$ cat src/hw/rtl/echo_ncs_pkg.sv
// Shared types, codes and helper functions of the echo node count step block.
package echo_ncs_pkg;

	// Node ids are four bits wide, so at most this many nodes can be addressed.
	localparam int NODE_ID_SPACE = 16;
	localparam int MAX_NODES_DEF = 16;
	localparam int COUNT_W       = 8;
	localparam int ADDR_W        = 3;
	localparam int DATA_W        = 32;
	localparam int MASK_W        = 16;

	// Register index decoded from paddr[2]
	localparam logic REG_NEIGHBOR_MASK = 1'b0;

	// Incoming message kinds
	localparam logic [1:0] KIND_START    = 2'd0;
	localparam logic [1:0] KIND_TRAVERSE = 2'd1;
	localparam logic [1:0] KIND_RETURN   = 2'd2;

	// Outgoing message kinds
	localparam logic [1:0] MSG_TRAVERSE = 2'd0;
	localparam logic [1:0] MSG_RETURN   = 2'd1;
	localparam logic [1:0] MSG_FINAL    = 2'd2;

	localparam logic [COUNT_W-1:0] COUNT_MAX = 8'd255;

	typedef struct packed {
		logic [1:0]         kind;
		logic [3:0]         source;
		logic [COUNT_W-1:0] carried_count;
	} item_t;

	typedef struct packed {
		logic [3:0]         destination;
		logic [1:0]         message_kind;
		logic [COUNT_W-1:0] count_out;
		logic               last;
	} result_t;

	// Controller to datapath
	typedef struct packed {
		logic accept;      // item taken this cycle
		logic emit_flood;  // next flood traverse goes to the output register
	} cmd_t;

	// Datapath to controller
	typedef struct packed {
		logic has_result;  // accepted item gives at least one result
		logic first_more;  // accepted item starts a flood of more than one
		logic flood_more;  // flood has more after the one being emitted
	} sts_t;

	typedef enum logic {
		ST_IDLE,
		ST_FLOOD
	} state_t;

	// Saturating add of two counts
	function automatic logic [COUNT_W-1:0] sat_add(input logic [COUNT_W-1:0] a,
			input logic [COUNT_W-1:0] b);
		logic [COUNT_W:0] s;
		s = {1'b0, a} + {1'b0, b};
		return s[COUNT_W] ? COUNT_MAX : s[COUNT_W-1:0];
	endfunction

	// Id of the lowest set bit; 0 for an empty mask
	function automatic logic [3:0] low_index(input logic [MASK_W-1:0] m);
		logic [3:0] idx;
		idx = '0;
		for (int i = MASK_W - 1; i >= 0; i--) begin
			if (m[i]) idx = 4'(i);
		end
		return idx;
	endfunction

endpackage

$ cat src/hw/rtl/echo_node_count_step_core.sv
// Top level of the echo node count step block: ports, register decode, submodules.
//
// One network node of an echo traversal that counts nodes.
// item channel: kind (start, traverse, return), source node id and carried count.
// result channel: destination, message kind, count and a last flag on the final
// result of each item. Both channels move an item when valid is high and stall low.
// neighbor_mask is to be written over the APB port only while the block is idle;
// the block itself does not enforce this. The write also reloads the
// pending-neighbor mask. The first result of an item is in the output register in
// the cycle after the item is taken. The flood sequencer gives the traverse
// messages of a flood one result a cycle while the output is not stalled; every
// other item gives at most one result. A new item is taken once the previous
// item's results have all entered the output register and that register is free
// or being drained.
// Reset clears the node state, the neighbor mask and the output valid.
// A stalled result holds its payload; the flood waits and the item channel stalls.
module echo_node_count_step_core #(
	parameter int MAX_NODES = echo_ncs_pkg::MAX_NODES_DEF
) (
	input  logic                              clk,
	input  logic                              arst_n,
	input  logic                              psel,
	input  logic                              penable,
	input  logic                              pwrite,
	input  logic [echo_ncs_pkg::ADDR_W-1:0]   paddr,
	input  logic [echo_ncs_pkg::DATA_W-1:0]   pwdata,
	output logic [echo_ncs_pkg::DATA_W-1:0]   prdata,
	output logic                              pready,
	input  logic                              item_valid,
	output logic                              item_stall,
	input  echo_ncs_pkg::item_t               item,
	output logic                              result_valid,
	input  logic                              result_stall,
	output echo_ncs_pkg::result_t             result
);
	import echo_ncs_pkg::*;

	cmd_t              cmd;
	sts_t              sts;
	logic              cfg_we;
	logic [MASK_W-1:0] neighbor_mask;

	// Register port: one register, no wait states
	assign pready = 1'b1;
	assign cfg_we = psel && penable && pwrite && (paddr[2] == REG_NEIGHBOR_MASK);
	assign prdata = (paddr[2] == REG_NEIGHBOR_MASK) ? DATA_W'(neighbor_mask) : '0;

	echo_ncs_ctrl u_ctrl (
		.clk          (clk),
		.arst_n       (arst_n),
		.item_valid   (item_valid),
		.item_stall   (item_stall),
		.result_valid (result_valid),
		.result_stall (result_stall),
		.sts          (sts),
		.cmd          (cmd)
	);

	echo_ncs_dp #(
		.MAX_NODES (MAX_NODES)
	) u_dp (
		.clk           (clk),
		.arst_n        (arst_n),
		.cfg_we        (cfg_we),
		.cfg_wdata     (pwdata[MASK_W-1:0]),
		.neighbor_mask (neighbor_mask),
		.item          (item),
		.result        (result),
		.cmd           (cmd),
		.sts           (sts)
	);

endmodule

$ cat src/hw/rtl/echo_ncs_ctrl.sv
// Controller: sequences item acceptance and the traverse flood, owns output valid.
module echo_ncs_ctrl (
	input  logic                clk,
	input  logic                arst_n,
	input  logic                item_valid,
	output logic                item_stall,
	output logic                result_valid,
	input  logic                result_stall,
	input  echo_ncs_pkg::sts_t  sts,
	output echo_ncs_pkg::cmd_t  cmd
);
	import echo_ncs_pkg::*;

	state_t state_q, state_d;
	logic   out_valid_q;
	logic   out_free;
	logic   load_out;

	// Output register can take a new result when empty or being drained
	assign out_free     = !out_valid_q || !result_stall;
	assign result_valid = out_valid_q;

	// Next state
	always_comb begin
		state_d = state_q;
		unique case (state_q)
			ST_IDLE: begin
				if (item_valid && out_free && sts.first_more) state_d = ST_FLOOD;
			end
			ST_FLOOD: begin
				if (out_free && !sts.flood_more) state_d = ST_IDLE;
			end
			default: state_d = ST_IDLE;
		endcase
	end

	// Outputs and commands
	always_comb begin
		item_stall     = 1'b1;
		cmd.accept     = 1'b0;
		cmd.emit_flood = 1'b0;
		load_out       = 1'b0;
		unique case (state_q)
			ST_IDLE: begin
				item_stall = !out_free;
				cmd.accept = item_valid && out_free;
				load_out   = cmd.accept && sts.has_result;
			end
			ST_FLOOD: begin
				cmd.emit_flood = out_free;
				load_out       = out_free;
			end
			default: ;
		endcase
	end

	// State and output valid
	always_ff @(posedge clk or negedge arst_n) begin
		if (!arst_n) begin
			state_q     <= ST_IDLE;
			out_valid_q <= 1'b0;
		end else begin
			state_q <= state_d;
			if (out_free) out_valid_q <= load_out;
		end
	end

endmodule

$ cat src/hw/rtl/echo_ncs_dp.sv
// Datapath: node state, message decode, flood mask and output register.
module echo_ncs_dp #(
	parameter int MAX_NODES = echo_ncs_pkg::MAX_NODES_DEF
) (
	input  logic                                 clk,
	input  logic                                 arst_n,
	input  logic                                 cfg_we,
	input  logic [echo_ncs_pkg::MASK_W-1:0]      cfg_wdata,
	output logic [echo_ncs_pkg::MASK_W-1:0]      neighbor_mask,
	input  echo_ncs_pkg::item_t                  item,
	output echo_ncs_pkg::result_t                result,
	input  echo_ncs_pkg::cmd_t                   cmd,
	output echo_ncs_pkg::sts_t                   sts
);
	import echo_ncs_pkg::*;

	// Only node ids below both limits can be pending
	localparam int PEND_W = (MAX_NODES < NODE_ID_SPACE) ? MAX_NODES : NODE_ID_SPACE;

	logic [MASK_W-1:0]  neighbor_q;
	logic [PEND_W-1:0]  pending_q;
	logic               visited_q;
	logic               parent_valid_q;
	logic [3:0]         parent_id_q;
	logic [COUNT_W-1:0] count_q;
	logic               finished_q;
	logic [PEND_W-1:0]  flood_q;
	result_t            result_q;

	logic [PEND_W-1:0]  src_bit;
	logic [PEND_W-1:0]  pend_rm;
	logic [COUNT_W-1:0] cnt_ret;
	logic [COUNT_W-1:0] cnt_done;

	logic               nxt_visited;
	logic               nxt_parent_valid;
	logic [3:0]         nxt_parent_id;
	logic [PEND_W-1:0]  nxt_pending;
	logic [COUNT_W-1:0] nxt_count;
	logic               nxt_finished;
	logic               do_flood;
	logic               single;
	logic [PEND_W-1:0]  flood_src;
	logic [PEND_W-1:0]  flood_src_rest;
	logic [PEND_W-1:0]  flood_rest;
	result_t            acc_res;
	result_t            flood_res;

	assign neighbor_mask = neighbor_q;
	assign result        = result_q;

	// Source bit; an id beyond the pending width removes nothing
	always_comb begin
		src_bit = '0;
		for (int i = 0; i < PEND_W; i++) begin
			src_bit[i] = (item.source == 4'(i));
		end
	end

	assign pend_rm  = pending_q & ~src_bit;
	assign cnt_ret  = sat_add(count_q, item.carried_count);
	// Node adds itself on completion; a return first adds its carried count
	assign cnt_done = sat_add((item.kind == KIND_RETURN) ? cnt_ret : count_q, COUNT_W'(1));

	// Decode of an item against the node state
	always_comb begin
		nxt_visited      = visited_q;
		nxt_parent_valid = parent_valid_q;
		nxt_parent_id    = parent_id_q;
		nxt_pending      = pending_q;
		nxt_count        = count_q;
		nxt_finished     = finished_q;
		do_flood         = 1'b0;
		single           = 1'b0;
		flood_src        = pending_q;
		acc_res          = '{destination: '0, message_kind: MSG_RETURN,
		                     count_out: '0, last: 1'b1};
		if (!finished_q) begin
			unique case (item.kind)
				KIND_START: begin
					if (!visited_q) begin
						nxt_visited = 1'b1;
						if (pending_q == '0) begin
							// Alone: complete at once
							nxt_count    = cnt_done;
							nxt_finished = 1'b1;
							single       = 1'b1;
							acc_res.destination  = parent_valid_q ? parent_id_q : 4'd0;
							acc_res.message_kind = parent_valid_q ? MSG_RETURN : MSG_FINAL;
							acc_res.count_out    = cnt_done;
						end else begin
							do_flood = 1'b1;
						end
					end
				end
				KIND_TRAVERSE: begin
					nxt_pending = pend_rm;
					single      = 1'b1;
					acc_res.destination = item.source;
					if (!visited_q) begin
						nxt_visited      = 1'b1;
						nxt_parent_valid = 1'b1;
						nxt_parent_id    = item.source;
						if (pend_rm == '0) begin
							// Leaf answers its parent with one
							nxt_finished      = 1'b1;
							acc_res.count_out = COUNT_W'(1);
						end else begin
							single    = 1'b0;
							do_flood  = 1'b1;
							flood_src = pend_rm;
						end
					end
				end
				KIND_RETURN: begin
					nxt_pending = pend_rm;
					nxt_count   = cnt_ret;
					if (pend_rm == '0) begin
						nxt_count    = cnt_done;
						nxt_finished = 1'b1;
						single       = 1'b1;
						acc_res.destination  = parent_valid_q ? parent_id_q : 4'd0;
						acc_res.message_kind = parent_valid_q ? MSG_RETURN : MSG_FINAL;
						acc_res.count_out    = cnt_done;
					end
				end
				default: ;
			endcase
		end
		// First traverse of a flood
		flood_src_rest = flood_src & (flood_src - PEND_W'(1));
		if (do_flood) begin
			acc_res.destination  = low_index(MASK_W'(flood_src));
			acc_res.message_kind = MSG_TRAVERSE;
			acc_res.count_out    = '0;
			acc_res.last         = (flood_src_rest == '0);
		end
	end

	// Next traverse from the remaining flood mask
	assign flood_rest = flood_q & (flood_q - PEND_W'(1));
	always_comb begin
		flood_res.destination  = low_index(MASK_W'(flood_q));
		flood_res.message_kind = MSG_TRAVERSE;
		flood_res.count_out    = '0;
		flood_res.last         = (flood_rest == '0);
	end

	assign sts.has_result = single || do_flood;
	assign sts.first_more = do_flood && (flood_src_rest != '0);
	assign sts.flood_more = (flood_rest != '0);

	// Node state and configuration
	always_ff @(posedge clk or negedge arst_n) begin
		if (!arst_n) begin
			neighbor_q     <= '0;
			pending_q      <= '0;
			visited_q      <= 1'b0;
			parent_valid_q <= 1'b0;
			parent_id_q    <= '0;
			count_q        <= '0;
			finished_q     <= 1'b0;
		end else if (cfg_we) begin
			neighbor_q <= cfg_wdata;
			pending_q  <= cfg_wdata[PEND_W-1:0];
		end else if (cmd.accept) begin
			pending_q      <= nxt_pending;
			visited_q      <= nxt_visited;
			parent_valid_q <= nxt_parent_valid;
			parent_id_q    <= nxt_parent_id;
			count_q        <= nxt_count;
			finished_q     <= nxt_finished;
		end
	end

	// Flood mask and output payload
	always_ff @(posedge clk) begin
		if (cmd.accept) begin
			flood_q  <= flood_src_rest;
			result_q <= acc_res;
		end else if (cmd.emit_flood) begin
			flood_q  <= flood_rest;
			result_q <= flood_res;
		end
	end

endmodule

$ cat config.mk
export PLATFORM = sky130hd
export DESIGN_NAME = echo_node_count_step_core
export DESIGN_NICKNAME = d
export VERILOG_FILES = /design/src/hw/rtl/echo_ncs_pkg.sv /design/src/hw/rtl/echo_node_count_step_core.sv /design/src/hw/rtl/echo_ncs_ctrl.sv /design/src/hw/rtl/echo_ncs_dp.sv
export SDC_FILE = /design/constraint.sdc
export NUM_CORES = 1
export LEC_CHECK = 0
export ABC_AREA = 1
export BUFFER_PORTS_ARGS = -buffer_cell sky130_fd_sc_hd__buf_2
export CORE_UTILIZATION = 40
export DETAILED_ROUTE_END_ITERATION = 8
export SYNTH_ARGS = -nofsm -noshare
export SYNTH_HDL_FRONTEND = slang
export SYNTH_HIERARCHICAL = 1
export SYNTH_SLANG_ARGS = --single-unit
$ cat constraint.sdc
create_clock -name clk -period 4 [get_ports clk]
set_clock_uncertainty 0.05 [all_clocks]
set_input_delay 0.8 -clock clk [delete_from_list [all_inputs] [get_ports clk]]
set_output_delay 0.8 -clock clk [all_outputs]
set_load 0.02 [all_outputs]
# Word-level counts from Yosys, hierarchy flattened

Cells that the tools add are included.

Bits in registers: 80
Output and inout port bits: 50
Word-level logic and storage cells: 166

$add $sub $neg: 4
Equal/unequal tests: 20
Muxes and demuxes: 86
Bitwise operators: 9
Reductions and logical operators: 33

Operators by type and width:

| kind                                                | number |
|---|---|
| 2-to-1 mux 16 bit                                   | 11 |
| 2-to-1 mux 4 bit                                    | 33 |
| zero test 16 bit                                    | 4 |
| 2-to-1 mux 14 bit                                   | 4 |
| bitwise AND 16 bit                                  | 3 |
| 2-to-1 mux 8 bit                                    | 6 |
| 2-to-1 mux 15 bit                                   | 3 |
| equality test 4 bit, second input constant          | 8 |
| nonzero test 16 bit                                 | 2 |
| subtractor 16 x 1 -> 16 bit, second input constant  | 2 |
| one-hot mux 8 bit (3 select lines)                  | 1 |
| 2-to-1 mux 1 bit                                    | 19 |
| equality test 4 x 3 -> 1 bit, second input constant | 4 |
| NOT 16 bit                                          | 1 |
| one-hot mux 8 bit (2 select lines)                  | 1 |
| one-hot mux 4 bit (3 select lines)                  | 1 |
| adder 8 x 1 -> 9 bit, second input constant         | 1 |
| adder 8 x 8 -> 9 bit                                | 1 |
| equality test 4 x 2 -> 1 bit, second input constant | 2 |
| logical AND 1 bit                                   | 8 |
| nonzero test 2 bit                                  | 4 |
| one-hot mux 1 bit (2 select lines)                  | 3 |
| one-hot mux 1 bit (3 select lines)                  | 2 |
| AND reduction 6 bit                                 | 1 |
| other kinds (17)                                    | 27 |

# Logic depth before layout (Yosys ltp)

Depth in word-level cells: 26
Mapped depth: 27

# Hierarchy

Netlist, hierarchy kept.

By module, submodules not included:

| module                    | times used | cells an instance | area an instance (µm²) | seq. area each (µm²) |
|---|---|---|---|---|
| echo_ncs_dp               | 1          | 684               | 5083.6                 | 2077.0 |
| echo_node_count_step_core | 1          | 57                | 296.5                  | 0.0 |
| echo_ncs_ctrl             | 1          | 15                | 108.9                  | 50.0 |

# Least setup slack after synthesis

Ideal clock, no wire load.

Kind: input -> register
Start point: input port item[0] in the netlist's numbering
End point: register u_dp.count_q[7]
Setup time: 0.082 ns
Arrival: 3.183 ns
Setup slack: 0.684 ns
Stages on the path: 18
Path buffers: 1
Path through: ha_1 inv_1 fa_1 inv_1 nand3_1 nand2_1 nand2_1 o311ai_2 nor2_1 o21ai_0 ha_1 nand3_1 nor2_1 nand3_1 clkbuf_1 nand3_1 nor2_1 o22ai_1

Word-level cells in the longest chain between the ends: 8
Elaborated cells between the ends (all ways): 9
Classes of those cells: add/sub: 2; mux: 7

Ends and longest elaborated chain:

| what                                   | line                            | text |
|---|---|---|
| from (decl)                            | echo_node_count_step_core.sv:31 | `input echo_ncs_pkg::item_t item,` |
| adder 8 x 8 -> 9 bit (*)               | echo_ncs_pkg.sv:62              | `s = {1'b0, a} + {1'b0, b};` |
| 2-to-1 mux 8 bit (*)                   | echo_ncs_pkg.sv:63              | `return s[COUNT_W] ? COUNT_MAX : s[COUNT_W-1:0];` |
| 2-to-1 mux 8 bit                       | echo_ncs_dp.sv:63               | `assign cnt_done = sat_add((item.kind == KIND_RETURN) ? cnt_ret : count_q, COUNT_W'(1));` |
| adder 8 x 1 -> 9 bit                   | echo_ncs_pkg.sv:62              |  |
| 2-to-1 mux 8 bit                       | echo_ncs_pkg.sv:63              |  |
| 2-to-1 mux 8 bit                       | echo_ncs_dp.sv:83               | `if (pending_q == '0) begin` |
| 2-to-1 mux 8 bit                       | echo_ncs_dp.sv:81               | `if (!visited_q) begin` |
| one-hot mux 8 bit (2 select lines) (*) | echo_ncs_dp.sv:79               | `unique case (item.kind)` |
| to (signal assigned)                   | echo_ncs_dp.sv:171              | `count_q <= nxt_count;` |
| to (decl)                              | echo_ncs_dp.sv:25               | `logic [COUNT_W-1:0] count_q;` |

Every way passes the cells marked *; elsewhere a longest branch is shown, timed or not. The select of a mux whose other input is x is not followed.
A chain may end at the register's enable or synchronous reset.

# Worst setup path in the final report

Same ends and word-level chain as after synthesis.

==> impl_metrics.env <==
export IMPL_relSlewSlack_pct=35.19
export IMPL_core_area_um2=13300
export IMPL_reg2reg_to="u_dp/count_q[7]"
export IMPL_crit_buf_inv=3
export IMPL_insertion_delay_ns=0.34
export IMPL_min_period_ns=3.539
export IMPL_clockBufferDepth=2
export IMPL_place_hpwl_um=10530
export IMPL_ys_flop_type="dfrtp_1"
export IMPL_seq_power_share_pct=40.5
export IMPL_p_int_w=0.001770
export IMPL_diodes=0
export IMPL_p_switching_w=0.0008692
export IMPL_cts_resized=0
export IMPL_rsz0062_at_grt="false"
export IMPL_fmax_mhz=282.6
export IMPL_finalNetCount=901
export IMPL_reg2reg_from="u_dp/count_q[0]"
export IMPL_worstSetupStartpointType="input port"
export IMPL_root_buffer="clkbuf_16"
export IMPL_worst_path_max_delay_cell="o21ai_0"
export IMPL_first_iter_violations=359
export IMPL_die_area_um2=14200
export IMPL_worstSetupPathType="input port to flip-flop"
export IMPL_grt_start_max_net_pins=37
export IMPL_rows=42
export IMPL_path_common_cell="nand3_1"
export IMPL_power_density_nw_per_um2=418.7
export IMPL_die_w_um=119.1
export IMPL_p_sw_share_pct=32.94
export IMPL_max_slew_worst_pin_slew_ns=0.9698
export IMPL_cts_setup_buffers=0
export IMPL_multiInputGateArea_um2=2825
export IMPL_syn_avg_cell_area_um2=7.261
export IMPL_numPortBuffers=70
export IMPL_first_pass_iters=4
export IMPL_ys_async_sr_fraction_pct=62.03
export IMPL_die_h_um=119.1
export IMPL_seqCellArea_um2=2127
export IMPL_hold_path_class="flip-flop to flip-flop"
export IMPL_area_growth_synth_to_final_pct=14.82
export IMPL_setup_ws_ns=0.4610
export IMPL_cts_hold_buf=0
export IMPL_hold_violations=0
export IMPL_drv_slew=0
export IMPL_combPwrFrac_pct=26.7
export IMPL_maxCapViolations=0
export IMPL_peakVddDrop_v=0.0002057
export IMPL_grt_total_usage_pct=20.13
export IMPL_fin_crit_sh_pct=88.47
export IMPL_synth_edf_count=30
export IMPL_netlist_area_leader_share_pct=22.34
export IMPL_drcViolationCount=0
export IMPL_synth_area_leaders="dfrtp_1 22%, edfxtp_1 16%, nand2_1 14%, nor2_1 5.9%, inv_1 5.8%"
export IMPL_crit_arrival_ns=3.74
export IMPL_ios=106
export IMPL_crit_fanout=9
export IMPL_synth_distinct_cells=48
export IMPL_drt_vias_per_instance=4.995
export IMPL_vias=5055
export IMPL_numCtsBuffers=9
export IMPL_mostFrequentLayoutCell="nand2_1"
export IMPL_hold_start="u_dp/neighbor_mask[3]"
export IMPL_grt_pass1_vias=4753
export IMPL_hold_depth=2
export IMPL_preCtsSetupSlack_ns=0.1555
export IMPL_ant_nets=0
export IMPL_cp_cell_sequence="buf_2, ha_1, inv_1, fa_1, inv_1, nand3_1, nand2_1, nand2_1, o311ai_2, a21oi_1, o21ai_0, nand3_1, nor2_1, nand3_1, or2_2, nand3_1, nor2_1, o22ai_1"
export IMPL_wl_um=13570
export IMPL_status="finished clean"
export IMPL_p_leak_nw=3.069
export IMPL_wl_per_cell_um=13.41
export IMPL_finalSetupViolCount=0
export IMPL_syn_area_um2=5489
export IMPL_clockPowerShare_pct=32.8
export IMPL_yosysTopAreaCell="dfrtp_1"
export IMPL_hold_end="u_dp/neighbor_mask[3]"
export IMPL_cts_tree="built"
export IMPL_antenna_found_initial=0
export IMPL_drive_above_1_share_pct=17.11
export IMPL_nFillCells=1335
export IMPL_htree_num_levels=3
export IMPL_place_congestion=0.8474
export IMPL_synth_seq_area_share_pct=38.75
export IMPL_reg2regPathDepth=17
export IMPL_critical_path_max_stage_delay_ns=0.39
export IMPL_synth_cells=756
export IMPL_end_kind="flip-flop"
export IMPL_grt_pass1_wl_um=22850
export IMPL_mostFrequentLayoutCells="209 x nand2_1, 86 x nor2_1, 85 x inv_1"
export IMPL_initial_utilization_pct=41.29
export IMPL_cp_top_family="simple AND/OR/NAND/NOR gates"
export IMPL_path_clk_slew_ns=0.05
export IMPL_yosysWarnings=6
export IMPL_fin_tns_setup_ns=0
export IMPL_cp_required_ns=4.20
export IMPL_r2r_slack_ns=0.61
export IMPL_ys_ff_latch=79
export IMPL_clock_sinks=79
export IMPL_grt_overflow=0
-- cell usage after synthesis (2+ instances only) --
cell / count
ha_1: 13
a31oi_1: 16
dfrtp_1: 49
clkbuf_1: 12
or2_2: 5
nand3_1: 55
xnor2_1: 2
inv_2: 7
o21bai_1: 5
buf_6: 4
a32oi_1: 2
o31ai_2: 8
nor2_4: 2
nand4_1: 5
o22ai_1: 2
nand2_2: 6
nor4_1: 7
a21oi_1: 24
edfxtp_1: 30
o21ai_0: 49
o211ai_1: 2
o31ai_1: 7
buf_4: 17
inv_1: 85
nor2_1: 86
nor3_1: 5
nand2_1: 209
nand3b_1: 2
nor2_2: 11
o2111ai_1: 3
buf_1: 4
xor2_1: 5
conb_1: 2
-- worst min-delay path, cell delays in order (launching register included) --
cell     delay [ns]
dfrtp_1        0.34
nand2_1        0.05
nand2_1        0.05
-- routing by layer --
layer	vias up	part of all wire (%)	global-route usage, %
met2	131	43	30.74
met4	0	1.9	8.386
li1	2614	-	-
met5	-	0	0
met1	2291	51	28.10
met3	19	4.5	3.352
-- layout make-up --
type                    count  share of cell area [%]
clock buffers              12                   3.752
clock inverters             4                   1.112
inverters                  92                   5.479
multi-input cells         562                   44.83
flip-flops and latches     79                   33.75
well taps                 176                   3.494
repair buffers             87                   7.584
-- kinds of logic (layout without fill, tap and decap cells) --
group,after synthesis,count (layout),share of synthesized area [%]
AND/OR/NAND/NOR,396,396,30.93
buffers and inverters,130,195,10.80
AO/OA/AOI/OAI,127,127,14.75
flip-flops,79,79,38.75
adder cells (fa/ha/maj),14,14,3.328
XOR/XNOR,7,7,1.117
other,2,17,0.1368
multiplexers,1,1,0.1824
-- worst max path at each step --
stage	startpoint	end	slack, ns	depth (start not counted)
6_report	item[0]	u_dp/count_q[7]	0.46	18
5_1_grt	item[0]	u_dp/count_q[7]	0.16	18
4_1_cts	item[8]	u_dp/result[12]	0.54	19
3_5_place_dp	item[8]	u_dp/result[12]	0.16	19
3_3_place_gp	item[8]	u_dp/result[12]	0.20	19
2_1_floorplan	item[0]	u_dp/count_q[7]	0.68	18
-- flip-flops by register name, summed over array words and instances (netlist names) --
name / cells
u_ctrl/result_valid: 1
u_ctrl/state_q: 1
u_dp/count_q: 8
u_dp/finished_q: 1
u_dp/flood_q: 15
u_dp/neighbor_mask: 16
u_dp/parent_id_q: 4
u_dp/parent_valid_q: 1
u_dp/pending_q: 16
u_dp/result: 15
u_dp/visited_q: 1
-- power by group through the flow --
stage	Clock, W	Sequential [W]	Combinational (W)
2_1_floorplan	0	0.00106	0.000515
3_3_place_gp	0	0.00107	0.000688
3_5_place_dp	0	0.00108	0.000703
4_1_cts	0.000883	0.00107	0.000704
5_1_grt	0.000915	0.00108	0.000807
6_report	0.000865	0.00107	0.000705
-- per-stage QoR --
| step | util [%] | hold slack (ns) | power, W | cell area, um2 | cells |
|---|---|---|---|---|---|
| 2_1_floorplan | - | 0.3919 | 0.001576 | 5545 | 771 |
| 3_3_place_gp | 45.10 | 0.4048 | 0.001763 | 5996 | 996 |
| 3_5_place_dp | 45.10 | 0.4119 | 0.001782 | 5996 | 996 |
| 4_1_cts | 47.40 | 0.4259 | 0.002653 | 6302 | 1012 |
| 5_1_grt | 47.40 | 0.4409 | 0.002806 | 6302 | 1012 |
| 6_report | 47.40 | 0.4194 | 0.002639 | 6302 | 1012 |
No activity file was read; power rests on OpenSTA's default activity.
